**src/hw/rtl/assert_macros.svh**
```systemverilog
// Assertion shorthands for the response frame checker.
// Expects clk and rst in the scope of use.
`ifndef ASSERT_MACROS_SVH
`define ASSERT_MACROS_SVH

// Check a property on every clock, skipped while reset is high.
`define ASSERT_CLK(lbl, prop, msg) \
  lbl: assert property (@(posedge clk) disable iff (rst) prop) else $error(msg);

// Check a property on every clock, reset included.
`define ASSERT_ALWAYS(lbl, prop, msg) \
  lbl: assert property (@(posedge clk) prop) else $error(msg);

`endif

```
**src/hw/rtl/rfc_pkg.sv**
```systemverilog
// Shared types, constants and the byte-wide CRC-32 step for the response
// frame checker. No dependencies.
package rfc_pkg;

  localparam int MAX_PAYLOAD_DEF = 1024;

  localparam logic [31:0] FRAME_MAGIC   = 32'h5357_5052;
  localparam logic [7:0]  FRAME_VERSION = 8'h01;
  localparam logic [31:0] CRC_POLY      = 32'hEDB8_8320;
  localparam logic [7:0]  REPLY_BIT     = 8'h80;

  localparam logic OP_START = 1'b0;
  localparam logic OP_BYTE  = 1'b1;

  localparam logic KIND_DATA    = 1'b0;
  localparam logic KIND_VERDICT = 1'b1;

  localparam logic [2:0] VERDICT_OK         = 3'd0;
  localparam logic [2:0] VERDICT_BAD_HEADER = 3'd1;
  localparam logic [2:0] VERDICT_UNEXPECTED = 3'd2;
  localparam logic [2:0] VERDICT_BAD_CRC    = 3'd3;
  localparam logic [2:0] VERDICT_DEV_STATUS = 3'd4;
  localparam logic [2:0] VERDICT_TOO_LONG   = 3'd5;

  typedef struct packed {
    logic        op;
    logic [7:0]  cmd_id;
    logic [15:0] expected_seq;
    logic [10:0] max_len;
    logic [7:0]  rx_byte;
  } item_t;

  typedef struct packed {
    logic        kind;
    logic [7:0]  data_byte;
    logic [2:0]  verdict;
    logic [15:0] dev_status;
    logic [10:0] pay_len;
  } result_t;

  typedef struct packed {
    logic res_valid;
    logic frame_open;
  } eng_stat_t;

  function automatic logic [31:0] crc_byte(input logic [31:0] c, input logic [7:0] b);
    logic [31:0] r;
    r = c ^ {24'h0, b};
    for (int i = 0; i < 8; i++) begin
      r = (r >> 1) ^ (CRC_POLY & {32{r[0]}});
    end
    return r;
  endfunction

endpackage

```
**src/hw/rtl/rfc_if.sv**
```systemverilog
// Valid/ready channels of the response frame checker: received items in,
// payload and verdict beats out. No dependencies.
interface rfc_in_if;
  logic        valid;
  logic        ready;
  logic        op;
  logic [7:0]  cmd_id;
  logic [15:0] expected_seq;
  logic [10:0] max_len;
  logic [7:0]  rx_byte;

  modport source(output valid, op, cmd_id, expected_seq, max_len, rx_byte, input ready);
  modport sink(input valid, op, cmd_id, expected_seq, max_len, rx_byte, output ready);
endinterface

interface rfc_out_if;
  logic        valid;
  logic        ready;
  logic        kind;
  logic [7:0]  data_byte;
  logic [2:0]  verdict;
  logic [15:0] dev_status;
  logic [10:0] pay_len;

  modport source(output valid, kind, data_byte, verdict, dev_status, pay_len,
                 input ready);
  modport sink(input valid, kind, data_byte, verdict, dev_status, pay_len,
               output ready);
endinterface

```
**src/hw/rtl/rfc_engine.sv**
```systemverilog
// Frame state machine with CRC-32 update and the result register.
// Depends on rfc_pkg.
module rfc_engine #(
  parameter int MAX_PAYLOAD = rfc_pkg::MAX_PAYLOAD_DEF
) (
  input  logic                clk,
  input  logic                rst,
  input  logic                step,
  input  rfc_pkg::item_t      item,
  input  logic                pop,
  output rfc_pkg::result_t    result,
  output rfc_pkg::eng_stat_t  stat
);

  localparam int CW = $clog2(MAX_PAYLOAD + 3);
  localparam logic [15:0] LEN_MAX = 16'(MAX_PAYLOAD + 2);

  typedef enum logic [1:0] {PH_IDLE, PH_HEADER, PH_BODY, PH_CRC} phase_t;

  phase_t           phase;
  logic [CW-1:0]    byte_count;
  logic [31:0]      crc_reg;
  logic             header_mismatch;
  logic [7:0]       want_cmd;
  logic [15:0]      want_seq;
  logic [10:0]      capacity;
  logic [7:0]       seen_cmd;
  logic [15:0]      seen_seq;
  logic [7:0]       len_lo;
  logic [CW-1:0]    body_len;
  logic [15:0]      status_word;
  logic [31:0]      received_crc;
  logic             res_valid;
  rfc_pkg::result_t res;

  logic [31:0]   crc_next;
  logic [CW-1:0] count_inc;
  logic [15:0]   len_full;
  logic [15:0]   plen;
  logic [31:0]   rcrc_full;
  logic [7:0]    magic_byte;
  logic          hdr_unexpected;
  logic [2:0]    final_verdict;
  logic          res_fire;

  assign crc_next   = rfc_pkg::crc_byte(crc_reg, item.rx_byte);
  assign count_inc  = byte_count + 1'b1;
  assign len_full   = {item.rx_byte, len_lo};
  assign plen       = 16'(body_len) - 16'd2;
  assign rcrc_full  = {item.rx_byte, received_crc[23:0]};
  assign magic_byte = 8'(rfc_pkg::FRAME_MAGIC >> {byte_count[1:0], 3'b000});

  assign hdr_unexpected = (seen_cmd != (want_cmd | rfc_pkg::REPLY_BIT)) ||
                          (seen_seq != want_seq) || (len_full < 16'd2) ||
                          (len_full > LEN_MAX);

  assign res_fire = step && (item.op == rfc_pkg::OP_BYTE) &&
                    (((phase == PH_HEADER) && (byte_count == CW'(9)) &&
                      (header_mismatch || hdr_unexpected)) ||
                     ((phase == PH_BODY) && (byte_count >= CW'(2))) ||
                     ((phase == PH_CRC) && (byte_count[1:0] == 2'd3)));

  always_comb begin
    if (~crc_reg != rcrc_full) begin
      final_verdict = rfc_pkg::VERDICT_BAD_CRC;
    end else if (status_word != 16'd0) begin
      final_verdict = rfc_pkg::VERDICT_DEV_STATUS;
    end else if (plen > 16'(capacity)) begin
      final_verdict = rfc_pkg::VERDICT_TOO_LONG;
    end else begin
      final_verdict = rfc_pkg::VERDICT_OK;
    end
  end

  always_ff @(posedge clk) begin
    if (rst) begin
      phase           <= PH_IDLE;
      byte_count      <= '0;
      crc_reg         <= '1;
      header_mismatch <= 1'b0;
      res_valid       <= 1'b0;
    end else begin
      res_valid <= res_fire || (res_valid && !pop);
      if (step) begin
        if (item.op == rfc_pkg::OP_START) begin
          phase           <= PH_HEADER;
          byte_count      <= '0;
          crc_reg         <= '1;
          header_mismatch <= 1'b0;
          want_cmd        <= item.cmd_id;
          want_seq        <= item.expected_seq;
          capacity        <= item.max_len;
        end else begin
          unique case (phase)
            PH_IDLE: begin
            end
            PH_HEADER: begin
              crc_reg    <= crc_next;
              byte_count <= (byte_count == CW'(9)) ? '0 : count_inc;
              if (byte_count < CW'(4)) begin
                if (item.rx_byte != magic_byte) header_mismatch <= 1'b1;
              end else begin
                case (byte_count[3:0])
                  4'd4: if (item.rx_byte != rfc_pkg::FRAME_VERSION) header_mismatch <= 1'b1;
                  4'd5: seen_cmd <= item.rx_byte;
                  4'd6: seen_seq[7:0] <= item.rx_byte;
                  4'd7: seen_seq[15:8] <= item.rx_byte;
                  4'd8: len_lo <= item.rx_byte;
                  default: begin
                    if (header_mismatch || hdr_unexpected) begin
                      phase           <= PH_IDLE;
                      res.kind        <= rfc_pkg::KIND_VERDICT;
                      res.data_byte   <= 8'd0;
                      res.verdict     <= header_mismatch ? rfc_pkg::VERDICT_BAD_HEADER
                                                         : rfc_pkg::VERDICT_UNEXPECTED;
                      res.dev_status  <= 16'd0;
                      res.pay_len     <= 11'd0;
                    end else begin
                      body_len <= len_full[CW-1:0];
                      phase    <= PH_BODY;
                    end
                  end
                endcase
              end
            end
            PH_BODY: begin
              crc_reg    <= crc_next;
              byte_count <= (count_inc >= body_len) ? '0 : count_inc;
              if (byte_count == CW'(0)) begin
                status_word[7:0] <= item.rx_byte;
              end else if (byte_count == CW'(1)) begin
                status_word[15:8] <= item.rx_byte;
              end else begin
                res.kind       <= rfc_pkg::KIND_DATA;
                res.data_byte  <= item.rx_byte;
                res.verdict    <= rfc_pkg::VERDICT_OK;
                res.dev_status <= 16'd0;
                res.pay_len    <= 11'd0;
              end
              if (count_inc >= body_len) begin
                received_crc <= '0;
                phase        <= PH_CRC;
              end
            end
            PH_CRC: begin
              byte_count <= (byte_count[1:0] == 2'd3) ? '0 : count_inc;
              received_crc[{byte_count[1:0], 3'b000} +: 8] <= item.rx_byte;
              if (byte_count[1:0] == 2'd3) begin
                phase          <= PH_IDLE;
                res.kind       <= rfc_pkg::KIND_VERDICT;
                res.data_byte  <= 8'd0;
                res.verdict    <= final_verdict;
                res.dev_status <= status_word;
                res.pay_len    <= plen[10:0];
              end
            end
            default: begin
            end
          endcase
        end
      end
    end
  end

  assign result          = res;
  assign stat.res_valid  = res_valid;
  assign stat.frame_open = (phase != PH_IDLE);

endmodule

```
**src/hw/rtl/response_frame_checker_core.sv**
```systemverilog
// Top level of the response frame checker: input stage, handshakes, checks.
// Depends on rfc_pkg, rfc_if, rfc_engine and assert_macros.svh.
//
//   channel | dir | beat
//   rx      | in  | start (op 0: cmd, seq, capacity) or one received byte
//   res     | out | payload byte (kind 0) or verdict (kind 1)
//
// One beat per cycle sustained while res is not stalled; a beat goes from rx
// through the input stage, then the frame engine into the result register, to res.
// The byte-wide CRC-32 update sits between the input stage and the state.
// rst is synchronous and returns the checker to idle with both stages empty.
// A stalled res holds the input stage; rx then takes one more beat at most.
`include "assert_macros.svh"

module response_frame_checker_core #(
  parameter int MAX_PAYLOAD = rfc_pkg::MAX_PAYLOAD_DEF
) (
  input  logic           clk,
  input  logic           rst,
  rfc_in_if.sink         rx,
  rfc_out_if.source      res
);

  logic               stage_valid;
  rfc_pkg::item_t     stage;
  logic               advance;
  logic               pop;
  rfc_pkg::result_t   result;
  rfc_pkg::eng_stat_t stat;

  assign pop      = res.valid && res.ready;
  assign advance  = stage_valid && (!stat.res_valid || res.ready);
  assign rx.ready = !stage_valid || advance;

  always_ff @(posedge clk) begin
    if (rst) begin
      stage_valid <= 1'b0;
    end else if (rx.ready) begin
      stage_valid <= rx.valid;
    end
  end

  always_ff @(posedge clk) begin
    if (rx.valid && rx.ready) begin
      stage.op           <= rx.op;
      stage.cmd_id       <= rx.cmd_id;
      stage.expected_seq <= rx.expected_seq;
      stage.max_len      <= rx.max_len;
      stage.rx_byte      <= rx.rx_byte;
    end
  end

  rfc_engine #(
    .MAX_PAYLOAD(MAX_PAYLOAD)
  ) u_engine (
    .clk   (clk),
    .rst   (rst),
    .step  (advance),
    .item  (stage),
    .pop   (pop),
    .result(result),
    .stat  (stat)
  );

  assign res.valid      = stat.res_valid;
  assign res.kind       = result.kind;
  assign res.data_byte  = result.data_byte;
  assign res.verdict    = result.verdict;
  assign res.dev_status = result.dev_status;
  assign res.pay_len    = result.pay_len;

  `ASSERT_CLK(a_data_in_frame,
              $rose(res.valid) && res.kind == rfc_pkg::KIND_DATA |-> stat.frame_open,
              "payload beat outside a frame")
  `ASSERT_CLK(a_verdict_closes,
              $rose(res.valid) && res.kind == rfc_pkg::KIND_VERDICT |-> !stat.frame_open,
              "frame still open after verdict")
  `ASSERT_CLK(a_stall_holds_stage,
              res.valid && !res.ready && stage_valid |=> stage_valid,
              "input stage dropped during output stall")

endmodule

```
**src/flat_wrapper.sv**
```systemverilog
// flat-port wrapper written by rule: the top's interface ports become plain ports
module response_frame_checker_core_flat 
#(
  parameter int MAX_PAYLOAD = rfc_pkg::MAX_PAYLOAD_DEF
)
  (clk, rst, rx_valid, rx_op, rx_cmd_id, rx_expected_seq, rx_max_len, rx_rx_byte, rx_ready, res_valid, res_kind, res_data_byte, res_verdict, res_dev_status, res_pay_len, res_ready);
  rfc_in_if rx_i ();
  rfc_out_if res_i ();
  input  logic clk;
  input  logic rst;
  input wire logic [$bits(rx_i.valid)-1:0] rx_valid;
  input wire logic [$bits(rx_i.op)-1:0] rx_op;
  input wire logic [$bits(rx_i.cmd_id)-1:0] rx_cmd_id;
  input wire logic [$bits(rx_i.expected_seq)-1:0] rx_expected_seq;
  input wire logic [$bits(rx_i.max_len)-1:0] rx_max_len;
  input wire logic [$bits(rx_i.rx_byte)-1:0] rx_rx_byte;
  output wire logic [$bits(rx_i.ready)-1:0] rx_ready;
  output wire logic [$bits(res_i.valid)-1:0] res_valid;
  output wire logic [$bits(res_i.kind)-1:0] res_kind;
  output wire logic [$bits(res_i.data_byte)-1:0] res_data_byte;
  output wire logic [$bits(res_i.verdict)-1:0] res_verdict;
  output wire logic [$bits(res_i.dev_status)-1:0] res_dev_status;
  output wire logic [$bits(res_i.pay_len)-1:0] res_pay_len;
  input wire logic [$bits(res_i.ready)-1:0] res_ready;
  assign rx_i.valid = rx_valid;
  assign rx_i.op = rx_op;
  assign rx_i.cmd_id = rx_cmd_id;
  assign rx_i.expected_seq = rx_expected_seq;
  assign rx_i.max_len = rx_max_len;
  assign rx_i.rx_byte = rx_rx_byte;
  assign rx_ready = rx_i.ready;
  assign res_valid = res_i.valid;
  assign res_kind = res_i.kind;
  assign res_data_byte = res_i.data_byte;
  assign res_verdict = res_i.verdict;
  assign res_dev_status = res_i.dev_status;
  assign res_pay_len = res_i.pay_len;
  assign res_i.ready = res_ready;
  response_frame_checker_core #(.MAX_PAYLOAD(MAX_PAYLOAD)) u_core (.clk(clk), .rst(rst), .rx(rx_i), .res(res_i));
endmodule
```
**config.mk**
```make
export PLATFORM = sky130hd
export DESIGN_NAME = response_frame_checker_core_flat
export DESIGN_NICKNAME = d
export VERILOG_FILES = /design/src/hw/rtl/rfc_pkg.sv /design/src/hw/rtl/rfc_if.sv /design/src/hw/rtl/rfc_engine.sv /design/src/hw/rtl/response_frame_checker_core.sv /design/src/flat_wrapper.sv
export VERILOG_INCLUDE_DIRS = /design/src /design/src/hw/rtl
export SDC_FILE = /design/constraint.sdc
export NUM_CORES = 1
export LEC_CHECK = 0
export BUFFER_PORTS_ARGS = -buffer_cell sky130_fd_sc_hd__buf_2
export CAP_MARGIN = 20
export CORE_MARGIN = 3
export CORE_UTILIZATION = 30
export CTS_BUF_LIST = sky130_fd_sc_hd__clkbuf_4
export DETAILED_ROUTE_END_ITERATION = 10
export MAX_ROUTING_LAYER = met4
export SYNTH_ARGS = -nofsm -noshare
export SYNTH_HDL_FRONTEND = slang
export SYNTH_HIERARCHICAL = 1
export SYNTH_SLANG_ARGS = --single-unit
```
**constraint.sdc**
```tcl
create_clock -name clk -period 5.98 [get_ports clk]
set_input_delay 1.794 -clock clk [delete_from_list [all_inputs] [get_ports clk]]
set_output_delay 1.794 -clock clk [all_outputs]
set_load 0.03 [all_outputs]
```
# [Word level (Yosys, flattened, before mapping)]
# Index checks and enable logic that the tools add are counted.
[totals] wordCells=164 ff_bits=255 input_bits=48 out_inout_bits=41
[op_classes] n_bitwise=16 muxes=34 magnitude_cmp=6 shifts=3 n_reduce_logical=42 n_eq_ne=33 n_addsub=3
[ops] op="bitwise XOR 31 x 32 -> 32 bit" n=8
[ops] op="two-way mux 39 bit" n=6
[ops] op="case mux 39 bit (3 select lines)" n=1
[ops] op="two-way mux 32 bit" n=3
[ops] op="case mux 32 bit (2 select lines)" n=1
[ops] op="two-way mux 11 bit" n=4
[ops] op="AND reduction 6 bit" n=6
[ops] op="case mux 11 bit (3 select lines)" n=1
[ops] op="bitwise mux 32 bit" n=1
[ops] op="inequality test 32 bit" n=1
[ops] op="NOT 32 bit" n=1
[ops] op="variable shift 8 x 7 -> 32 bit (first input constant)" n=1
[ops] op="indexed part select 8 x 7 -> 32 bit" n=1
[ops] op="bitwise XOR 32 x 8 -> 32 bit" n=1
[ops] op=">> shifter 31 x 5 -> 8 bit (first input constant)" n=1
[ops] op="inequality test 3 bit (second input constant)" n=7
[ops] op="equality test 4 x 3 -> 1 bit (second input constant)" n=4
[ops] op="> comparator 16 x 11 -> 1 bit" n=1
[ops] op="> comparator 16 x 11 -> 1 bit (second input constant)" n=1
[ops] op="less-than comparator 16 x 2 -> 1 bit (second input constant)" n=1
[ops] op="inequality test 16 bit" n=1
[ops] op="inequality test 8 bit" n=2
[ops] op="nonzero test 16 bit" n=1
[ops] op="AND reduction 5 bit" n=3
[ops] op="32 further kinds" n=79

# [Depth between registers and ports, before layout]
[depth] ltp_word=11 ltp_mapped=13 mapped_depth_nobuf=13

# [Cells and area by module]
# Netlist, hierarchy kept.
[by_module_without_submodules] module="rfc_engine" instances=1 area_each_um2=10042.1 seq_area_each_um2=5625.4 cells_each=812
[by_module_without_submodules] module="response_frame_checker_core" instances=1 area_each_um2=1401.3 seq_area_each_um2=1341.3 cells_each=52

# [Worst setup path after synthesis]
# No wires, ideal clock.
[synth_path] kind="in2reg" startpoint="input res_ready" endpoint="register u_core/u_engine/result[0] (netlist name)" path_slack_ps=1018 n_path_buf=1 required_time_ps=5532 arrival_time_ps=4514 path_stages=7 path_cell_list="inv_1 -> a21boi_0 -> clkbuf_8 -> nand2_1 -> nor4_1 -> nand2_1 -> a21oi_1"
[synth_via] elab_chain_len=3
[synth_rtl] element="start: declaration" line="flat_wrapper.sv:24" text="input wire logic [$bits(res_i.ready)-1:0] res_ready;"
[synth_rtl] element="logical OR 1 bit" line="response_frame_checker_core.sv:32" text="assign advance = stage_valid && (!stat.res_valid || res.ready);"
[synth_rtl] element="logical AND 1 bit" line="response_frame_checker_core.sv:32"
[synth_rtl] element="net u_core.advance" line="response_frame_checker_core.sv:26" text="logic advance;"
[synth_rtl] element="AND reduction 10 bit (no source line)"
# The timed path passes the listed nets, and every way through them passes these cells.
# A chain may end at the register's enable or synchronous reset.

# [Worst setup path in the final report]
[layout_path] startpoint="input res_ready" endpoint="output rx_ready"
[layout_via] elab_chain_len=3
[layout_rtl] element="logical OR 1 bit" line="response_frame_checker_core.sv:32"
[layout_rtl] element="logical AND 1 bit" line="response_frame_checker_core.sv:32"
[layout_rtl] element="logical OR 1 bit" line="response_frame_checker_core.sv:33" text="assign rx.ready = !stage_valid || advance;"
[layout_rtl] element="end: declaration" line="flat_wrapper.sv:17" text="output wire logic [$bits(rx_i.ready)-1:0] rx_ready;"
# Every way passes these cells.

==> out/qor.csv <==
stage,metric,value,unit
sta,layout_worst_path_cycle_share,0.677,
clocking,cts_num_sinks,247,
floorplanning,die-area,40400,um2
clocking,postCtsSetupBuffers,0,
clocking,cts_made_buffers,68,
clocking,clock_path_buffers,3,
clocking,cts_tree,done,
synthesis,syn-mean-instance-area,13.2,um2
finish,utilization,0.360,
synthesis,synthesis.yosys.warnings,6,
clocking,post_cts_resized,0,
sta,post-route-min-period,4.05,ns
grt,number_of_antenna_violations_at_the_first_check_in_global_routing,1,
synthesis,syn_inst,862,
place,dpl-instance-area,12400,um2
finish,largest_reg_flops,43,
sta,rsz0062_at_grt,false,
sta,timing_hold_violations_final,0,
job,drv_cap,0,
critical_path,worst_setup_path_start_kind,primary input,
critical_path,worst-path-buf-inv,2,
grt,pin_count_of_the_biggest_net_entering_global_routing,44,
critical_path,worstPathMaxFanout,3,
clocking,cts-hold-fix-buffers,0,
clocking,cts-root-buf,sky130_fd_sc_hd__clkbuf_4,
critical_path,crit_path_start,res_ready,
critical_path,worst_ep_arrival_time,2.25,ns
floorplanning,floorplan.rows,70,
pwr,p_leak,4.74,nW
critical_path,cpPeakStageDelay,0.19,ns
clocking,clkTransAtPathRegs,0.07,ns
route,drt_iter0_drc,355,
grt,grt_first_pass_wirelength,40000,um
sta,max_clock_freq,247,MHz
critical_path,crit_path_cell_trace,buf_2 -> nand3b_4 -> buf_2,
synthesis,synthesis.nets,947,
critical_path,cp.required,4.19,ns
grt,grt_util_all_layers,0.130,
route,detail_route.wirelength.met1,11000,um
clocking,cts_max_level,3,
route,detail_route.wirelength,25500,um
pwr,power.total,3.84,mW
clocking,clock_latency,0.71,ns
pwr,cellPowerDensity,288,nW/um2
critical_path,worstReg2RegStart,u_core/u_engine/byte_count[0]$_SDFFE_PP0P_,
sta,timing.max_slew.rel_slack,0.356,
route,route.top_layer_used,met4,
grt,globalRouteOverflowTotal,0,
critical_path,critPathMostFrequentCell,sky130_fd_sc_hd__buf_2,
sta,worst-slew-pin-transition,0.966,ns
sta,totalNegativeSetupSlack,0,ns
sta,worst_clock_skew,0.0637,ns
route,final_antenna_net_count,0,
route,dr_total_vias,7038,
critical_path,critical_path.top_delay_family,buffers and inverters,
critical_path,worstSetupPathType,primary input to output pin,
floorplanning,ioPinCount,89,
sta,final_slew_viol_count,0,
sta,setup_viol,0,
floorplanning,design.core.area,37000,um2
finish,post-route-cell-area,13300,um2
route,drt_pass1_iterations,5,
route,wl_per_cell,16.3,um
min_path,timing.hold.worst.class,flip-flop to flip-flop,
route,vias_per_cell,4.51,
finish,areaGrowthSynthToFinish,17.0,%
run_status,outcome,"finished, final reports clean",
floorplanning,die_h,201,um
place,place.detailed.hpwl,17300,um
synthesis,mappedNetlistArea,11400,um2
route,route.met3.wl,1240,um
critical_path,slowest_cell_on_the_critical_path,sky130_fd_sc_hd__buf_2,
pwr,ir_worst_vdd,0.176,mV
critical_path,endpoint_kind,output pin,
floorplanning,initial_utilization,0.308,
route,drc,0,
floorplanning,fp.dieW,201,um
min_path,hp_start,u_core/stage[21]$_DFFE_PP_,
route,routed_wire_length_on_met2,12500,um
place,place.gp.congestion,0.807,
finish,count_of_nets_after_finishing,1090,
place,port_buffers,87,
grt,grt_pass1_vias,7315,
finish,post_route_cells_drive_above_1_share,0.238,
final timing paths:
path                                                              endpoint  slack [ns]  cells after the start
worst min register to register       u_core/u_engine/want_seq[2]$_DFFE_PP_        0.41                      0
worst max-delay path                                              rx_ready        1.93                      3
worst max register to register  u_core/u_engine/byte_count[6]$_SDFFE_PP0P_        2.33                     11
worst min-delay path                 u_core/u_engine/want_seq[2]$_DFFE_PP_        0.41                      0
power breakdown:
group | total (mW) | internal [mW] | leakage [nW] | switching [mW]
sequential | 1.92 | 1.89 | 2.20 | 0.0278
combinational | 0.367 | 0.168 | 2.03 | 0.199
clock | 1.55 | 0.848 | 0.523 | 0.705
worst reg2reg max path, delay by kind of cell, from the launching register on:
family,cells,cell delay [ns]
AOI/OAI and AO/OA,5,1.24
and+or+nand+nor,3,0.78
adders and majority gates,2,0.71
DFF,1,0.62
xor gates and xnor gates,1,0.22
placed cells by master, fill, tap and decap left out, types with 37 or more instances in the layout:
master	n
sky130_fd_sc_hd__dfxtp_1	48
sky130_fd_sc_hd__nor2_1	42
sky130_fd_sc_hd__clkbuf_4	91
sky130_fd_sc_hd__edfxtp_1	199
sky130_fd_sc_hd__a21oi_1	38
sky130_fd_sc_hd__xnor2_1	67
sky130_fd_sc_hd__nand2_1	37
sky130_fd_sc_hd__buf_2	87
sky130_fd_sc_hd__xor2_1	61
sky130_fd_sc_hd__ha_1	37
routing by layer:
layer | vias up | GRT usage
met3 | 48 | 0.0279
met4 | 0 | 0.0562
met1 | 3369 | 0.159
met5 | - | -
li1 | 3420 | -
met2 | 201 | 0.207
cell type report:
cell class,count,area [um2]
repair buffers,105,583
inverters,35,131
fillers,3648,23700
clock buffers,91,683
clock inverters,30,213
multi-input cells,548,4170
well taps,504,631
diodes,1,2.50
flip-flops and latches,247,6940
stage by stage:
| stage | setup WS [ns] | std cells | hold slack (ns) |
|---|---|---|---|
| finish | 1.93 | 1561 | 0.405 |
| global route | 1.91 | 1561 | 0.421 |
| CTS | 1.93 | 1558 | 0.398 |
| detailed placement | 1.71 | 1437 | 0.405 |
| global placement | 1.75 | 1437 | 0.405 |
| floorplan | 1.02 | 862 | 0.400 |
(Power assumes the default switching activity.)
